<file path="src/rtl/gdr_pkg.sv">
// Shared types, field widths, register indexes and codes for the grid DDA raycaster.
// Depends on nothing; the front, back, top level and checker refer to it by scoped names.
`default_nettype none
package gdr_pkg;

	// Parameter defaults
	localparam int MAP_DIM_DEF    = 32;
	localparam int MAX_SCREEN_DEF = 1024;

	// Field widths
	localparam int COL_W   = 10;
	localparam int CELL_W  = 5;
	localparam int VAL_W   = 8;
	localparam int POS_W   = 15;
	localparam int VEC_W   = 16;
	localparam int SCR_W   = 11;
	localparam int DIST_W  = 16;
	localparam int FRAC_W  = 10;

	// Internal arithmetic widths
	localparam int DIV_W   = 32;
	localparam int CAM_W   = 28;
	localparam int RAY_W   = 29;
	localparam int ABS_W   = 28;
	localparam int LH_W    = 20;
	localparam int CAM_SH  = 17;
	localparam int DIST_SH = 12;
	localparam int LH_SH   = 8;
	localparam int MUL_SH  = 16;

	// Configuration port
	localparam int CFG_IDX_W  = 3;
	localparam int CFG_DATA_W = 16;

	localparam logic [CFG_IDX_W-1:0] REG_PLAYER_X      = 3'd0;
	localparam logic [CFG_IDX_W-1:0] REG_PLAYER_Y      = 3'd1;
	localparam logic [CFG_IDX_W-1:0] REG_DIR_X         = 3'd2;
	localparam logic [CFG_IDX_W-1:0] REG_DIR_Y         = 3'd3;
	localparam logic [CFG_IDX_W-1:0] REG_PLANE_X       = 3'd4;
	localparam logic [CFG_IDX_W-1:0] REG_PLANE_Y       = 3'd5;
	localparam logic [CFG_IDX_W-1:0] REG_SCREEN_WIDTH  = 3'd6;
	localparam logic [CFG_IDX_W-1:0] REG_SCREEN_HEIGHT = 3'd7;

	// Item actions
	localparam logic ACT_WRITE = 1'b0;
	localparam logic ACT_CAST  = 1'b1;

	// Queue depth between front and back
	localparam int QUEUE_DEPTH = 2;

	typedef struct packed {
		logic              action;
		logic [COL_W-1:0]  column;
		logic [CELL_W-1:0] cell_x;
		logic [CELL_W-1:0] cell_y;
		logic [VAL_W-1:0]  cell_value;
	} item_t;

	typedef struct packed {
		logic [DIST_W-1:0] wall_distance;
		logic              hit_side;
		logic [CELL_W-1:0] hit_cell_x;
		logic [CELL_W-1:0] hit_cell_y;
		logic [SCR_W-1:0]  span_start;
		logic [SCR_W-1:0]  span_end;
		logic              left_map;
	} result_t;

	typedef struct packed {
		logic [POS_W-1:0]        player_x;
		logic [POS_W-1:0]        player_y;
		logic signed [VEC_W-1:0] dir_x;
		logic signed [VEC_W-1:0] dir_y;
		logic signed [VEC_W-1:0] plane_x;
		logic signed [VEC_W-1:0] plane_y;
		logic [SCR_W-1:0]        screen_width;
		logic [SCR_W-1:0]        screen_height;
	} cfg_t;

	// Queue head as seen by the back part
	typedef struct packed {
		logic  valid;
		item_t item;
	} queue_head_t;

	// Back part control toward the front part
	typedef struct packed {
		logic pop;
		logic clearing;
	} back_ctl_t;

endpackage
`default_nettype wire

</file>
<file path="src/rtl/gdr_front.sv">
// Front part: accepts items on the command port and holds them in a short queue.
// Depends on gdr_pkg.
`default_nettype none
module gdr_front (
	input  wire logic               clk,
	input  wire logic               arst_n,
	input  wire logic               start,
	output logic                    busy,
	input  wire gdr_pkg::item_t     item,
	input  wire gdr_pkg::back_ctl_t ctl,
	output gdr_pkg::queue_head_t    head
);

	localparam int PTR_W = $clog2(gdr_pkg::QUEUE_DEPTH);
	localparam int CNT_W = $clog2(gdr_pkg::QUEUE_DEPTH + 1);

	gdr_pkg::item_t   slot_q [gdr_pkg::QUEUE_DEPTH];
	logic [PTR_W-1:0] wptr_q;
	logic [PTR_W-1:0] rptr_q;
	logic [CNT_W-1:0] cnt_q;
	logic             push;
	logic             full;

	assign full = (cnt_q == CNT_W'(gdr_pkg::QUEUE_DEPTH));
	assign busy = full || ctl.clearing;
	assign push = start && !busy;

	// Pointers and fill count
	always_ff @(posedge clk or negedge arst_n) begin
		if (!arst_n) begin
			wptr_q <= '0;
			rptr_q <= '0;
			cnt_q  <= '0;
		end else begin
			if (push) begin
				wptr_q <= (wptr_q == PTR_W'(gdr_pkg::QUEUE_DEPTH - 1)) ? '0 : wptr_q + PTR_W'(1);
			end
			if (ctl.pop) begin
				rptr_q <= (rptr_q == PTR_W'(gdr_pkg::QUEUE_DEPTH - 1)) ? '0 : rptr_q + PTR_W'(1);
			end
			if (push && !ctl.pop) begin
				cnt_q <= cnt_q + CNT_W'(1);
			end else if (ctl.pop && !push) begin
				cnt_q <= cnt_q - CNT_W'(1);
			end
		end
	end

	// Store accepted transactions
	always_ff @(posedge clk) begin
		if (push) begin
			slot_q[wptr_q] <= item;
		end
	end

	assign head.valid = (cnt_q != '0);
	assign head.item  = slot_q[rptr_q];

endmodule
`default_nettype wire

</file>
<file path="config.mk">
export PLATFORM = sky130hd
export DESIGN_NAME = gdr_front
export DESIGN_NICKNAME = d
export VERILOG_FILES = /design/src/rtl/gdr_pkg.sv /design/src/rtl/gdr_front.sv
export SDC_FILE = /design/constraint.sdc
export NUM_CORES = 1
export LEC_CHECK = 0
export BUFFER_PORTS_ARGS = -buffer_cell sky130_fd_sc_hd__buf_2
export CELL_PAD_IN_SITES_DETAIL_PLACEMENT = 1
export CELL_PAD_IN_SITES_GLOBAL_PLACEMENT = 2
export CORE_AREA = 2 2 107 68
export CTS_CLUSTER_SIZE = 24
export DETAILED_ROUTE_END_ITERATION = 6
export DIE_AREA = 0 0 109 70
export PLACE_DENSITY = 0.87
export SYNTH_ARGS = -nofsm -noshare
export SYNTH_HDL_FRONTEND = slang
export SYNTH_SLANG_ARGS = --single-unit
</file>
<file path="constraint.sdc">
create_clock -name clk -period 3.2 [get_ports clk]
set_input_delay 0.48 -clock clk [delete_from_list [all_inputs] [get_ports clk]]
set_output_delay 0.48 -clock clk [all_outputs]
set_load 0.02 [all_outputs]
</file>
# Yosys cells after proc, flatten, opt, wreduce, memory -nomap -nowiden
# Memories as Yosys holds them, arrays and structs flattened.
# Index checks and enable logic that the tools add are counted.
# op_classes
mul,0
n_reduce_logical,9
div_mod_pow,0
order_cmp,0
n_eq_ne,1
muxes,6
addsub,4
bitwise,0
shifts,0
# ops
op,n
1-bit 2-to-1 mux,4
2-bit 2-to-1 mux,2
2-bit nonzero test,2
1-bit logical AND,3
1-bit zero test,3
"1-bit adder, second input constant",2
"2-bit by 1-bit adder with 2-bit output, second input constant",1
"2-bit == test, second input constant",1
"2-bit by 1-bit subtractor with 2-bit output, second input constant",1
1-bit logical OR,1
# totals
register_bits,4
out_inout_bits,31
mem_bits_ro,0
mem_count,1
ram_bits,58
inputBits,34
wordCells,24
latchBits,0
# mem_list
memory,depth,word_bits,read_ports,rd_ports_with_merged_regs,write_ports,line,text
slot_q,2,29,1,0,1,gdr_front.sv:17,gdr_pkg::item_t slot_q [gdr_pkg::QUEUE_DEPTH];

# Longest topological paths before layout
# depth
word_depth,8
depth_mapped,7

# Worst setup path before layout
# OpenSTA, ideal clock, no wires.
# synth_timing
path_type,in2reg
start,input ctl[0] in the netlist's numbering
end,"memory slot_q[0][0] in the netlist's numbering, enable pin"
slack_ns,0.904
cell_stages,2
required_time_ns,2.785
setup_ns,0.415
arrival_time_ns,1.881
n_path_buf,0
path_cell_list,nand3b_4 -> nor2_1
# synth_via
elab_chain_len,5
# synth_lines
item,line,text
from (decl),gdr_front.sv:10,"input wire gdr_pkg::back_ctl_t ctl,"
1-bit logical OR,gdr_front.sv:25,assign busy = full || ctl.clearing;
1-bit zero test,gdr_front.sv:26,assign push = start && !busy;
1-bit logical AND,gdr_front.sv:26,
1-bit 2-to-1 mux,gdr_front.sv:51,if (push) begin
1-bit 2-to-1 mux (not written as such),gdr_front.sv:52,slot_q[wptr_q] <= item;
to (decl),gdr_front.sv:17,
# Every way passes these cells.

==> impl_metrics.ini <==
[setup_path]
cp_max_fo = 30
startpoint_type = flip-flop
end_kind = primary output
reg2regPathDepth = 4
worstPathRequired_ns = 2.72
r2r_end = slot_q[0][0]
path_class = reg2out
regToRegSetupSlack_ns = 1.26
max_stage_delay_ns = 1.00
crit_path_start = rptr_q
endpoint = head[28]
reg2reg_from = cnt_q[0]
critical_path.slowest_cell = dfrtp_2
crit_path_cell_trace = mux2_4 > buf_2
arrival_ns = 1.85

[global_routing]
antenna_found_initial = 0
grt_pass1_vias = 1296
grt_pass1_wl_mm = 6.817
grt.total_usage_pct = 12.72
grt_max_degree = 31
gr-total-overflow = 0

[drt]
wl_met2_mm = 2.134
drt_iter0_drc = 19
vias_per_cell = 4.343
wl_met1_mm = 1.950
drc = 0
routed-via-count = 1216
top_layer = met3
ant_nets = 0
drt-wirelength-per-cell_um = 15.82
wirelength_mm = 4.430
drt-pass1-iter-count = 4
met3_length_um = 345

[sta]
setup_tns_ns = 0
setup_viol = 0
hold_viol = 0
rsz0062_at_grt = false
fin_ws_ns = 0.8678
skew_ns = 0.006620
clock.fmax_mhz = 428.8
report.final.slew_viol_count = 0
post-route-period-util_pct = 72.88
fin_hold_ws_ns = 0.3404
relSlewSlack_pct = 36.11
worst_pin_slew_ns = 0.9583
fin_crit_ns = 2.332

[placement]
numPortBuffers = 64
pre_cts_ws_ns = 1.127
dp_hpwl_mm = 3.035
gp_congestion = 0.7423

[synthesis]
ys_top_cells_by_count = edfxtp_1 (58), mux2_4 (29), dfrtp_1 (4)
synth_top_area_share_pct = 71.53
ys_warn_count = 0
synth_edf_count = 58
avgSynthCellArea_um2 = 22.34
synthArstFlopShare_pct = 6.452
syn_nets = 144
mappedNetlistArea_um2 = 2435
synth_area_leaders = edfxtp_1 (72%), mux2_4 (18%), dfrtp_1 (4.1%)
ys_types = 15
yosysSeqAreaShare_pct = 75.64
yosys.cell_count.top_type = edfxtp_1
synth_seq_cells = 62
synth_flop_cell = edfxtp_1
syn_inst = 109
synth_largest_area_cell = edfxtp_1

[die]
core_area_um2 = 6817
die_h_um = 70
ioPinCount = 65
floorplan.initialDensity_pct = 35.72
die_w_um = 109
num_rows = 24
dieArea_um2 = 7630

[min_path]
hold_class = in2reg

[job]
max-cap-violations = 0

[finish]
nNetsFinal = 219
drive_above_1_share_pct = 59.26
area_growth_pct = 25.59
diodes = 0

[cts]
cts.clk_slew.worst_paths_ns = 0.07
cts_max_level = 3
clock-sinks = 62
insertion_delay_ns = 0.32
cts_tree = done
clockBufferDepth = 2
cts_root_buf = clkbuf_8
cts_buffers = 9

[pwr]
power_density_nw_per_um2 = 842.6
ir_worst_vdd_mv = 0.3482
total_leakage_power_uw = 0.001242

[status]
status = finished clean
==> placed cells by master (no fill, tap or decap), types with 2 or more instances in the layout <==
cell type and n:
buf_2 64, clkbuf_1 2, clkbuf_8 9, clkinv_1 2, dfrtp_1 3, edfxtp_1 58, mux2_4 29, xnor2_1 2
xor2_1 3
==> repair_timing <==
item	4_1_cts	5_1_grt
resized for setup	0	0
hold buffers	1	0
hold endpoints to repair	4	0
setup buffers	0	0
==> logic make-up (layout without fill, tap and decap cells) <==
| logic type | Yosys count | count (layout) | share of synthesized area, % |
|---|---|---|---|
| flops | 62 | 62 | 75.64 |
| mux | 29 | 29 | 17.88 |
| simple gates | 7 | 7 | 2.467 |
| xor+xnor | 5 | 5 | 1.799 |
| buf+inv | 5 | 85 | 1.695 |
| fa+ha+maj | 1 | 1 | 0.5138 |
==> stage by stage <==
stage          utilization, %  total power, uW  cell area, um^2  instances
2_1_floorplan               -             1752             2435        109
3_3_place_gp            42.05             1954             2867        263
3_5_place_dp            42.05             1975             2867        263
4_1_cts                 44.86             2615             3058        280
5_1_grt                 44.86             2704             3058        280
6_report                44.86             2577             3058        280
==> flip-flops by register name, summed over array words and instances (netlist names) <==
register	flops
slot_q	58
wptr_q	1
rptr_q	1
cnt_q	2
==> per-layer routing <==
| metal | track usage (%) | vias up |
|---|---|---|
| met5 | 0 | - |
| met4 | 2.564 | 0 |
| met3 | 7.470 | 0 |
| met2 | 19.60 | 52 |
| met1 | 15.53 | 598 |
| li1 | - | 566 |
==> worst min path at each step <==
stage / start / end / slack, ns / depth (start not counted)
2_1_floorplan: arst_n / cnt_q[0] / 0.18 / 0
3_5_place_dp: arst_n / cnt_q[1] / 0.30 / 1
4_1_cts: item[14] / slot_q[1][14] / 0.32 / 1
6_report: item[3] / slot_q[0][3] / 0.34 / 1
5_1_grt: item[16] / slot_q[0][16] / 0.31 / 1
3_3_place_gp: arst_n / wptr_q / 0.29 / 1
==> area by class of cell <==
class	count	area, um^2
multi-input combinational	42	554.3
timing repair buffer	67	357.8
fill	663	3759
inverter	2	7.507
clock buffer	11	131.4
sequential	62	1843
clock inverter	5	50.05
tap	91	113.9
==> power breakdown <==
part / leakage (uW) / internal (uW) / total [uW] / switching [uW]
combinational: 0.000578 / 407 / 775 / 368
clock: 0.0000884 / 354 / 633 / 279
sequential: 0.000575 / 1020 / 1170 / 151
==> worst max-delay path, delay by kind of cell, from the launching register on <==
family / cells / cell delay (ns)
buffers and inverters: 1 / 0.16
DFF: 1 / 1.00
muxes: 1 / 0.36
No activity file was read; power rests on OpenSTA's default activity.
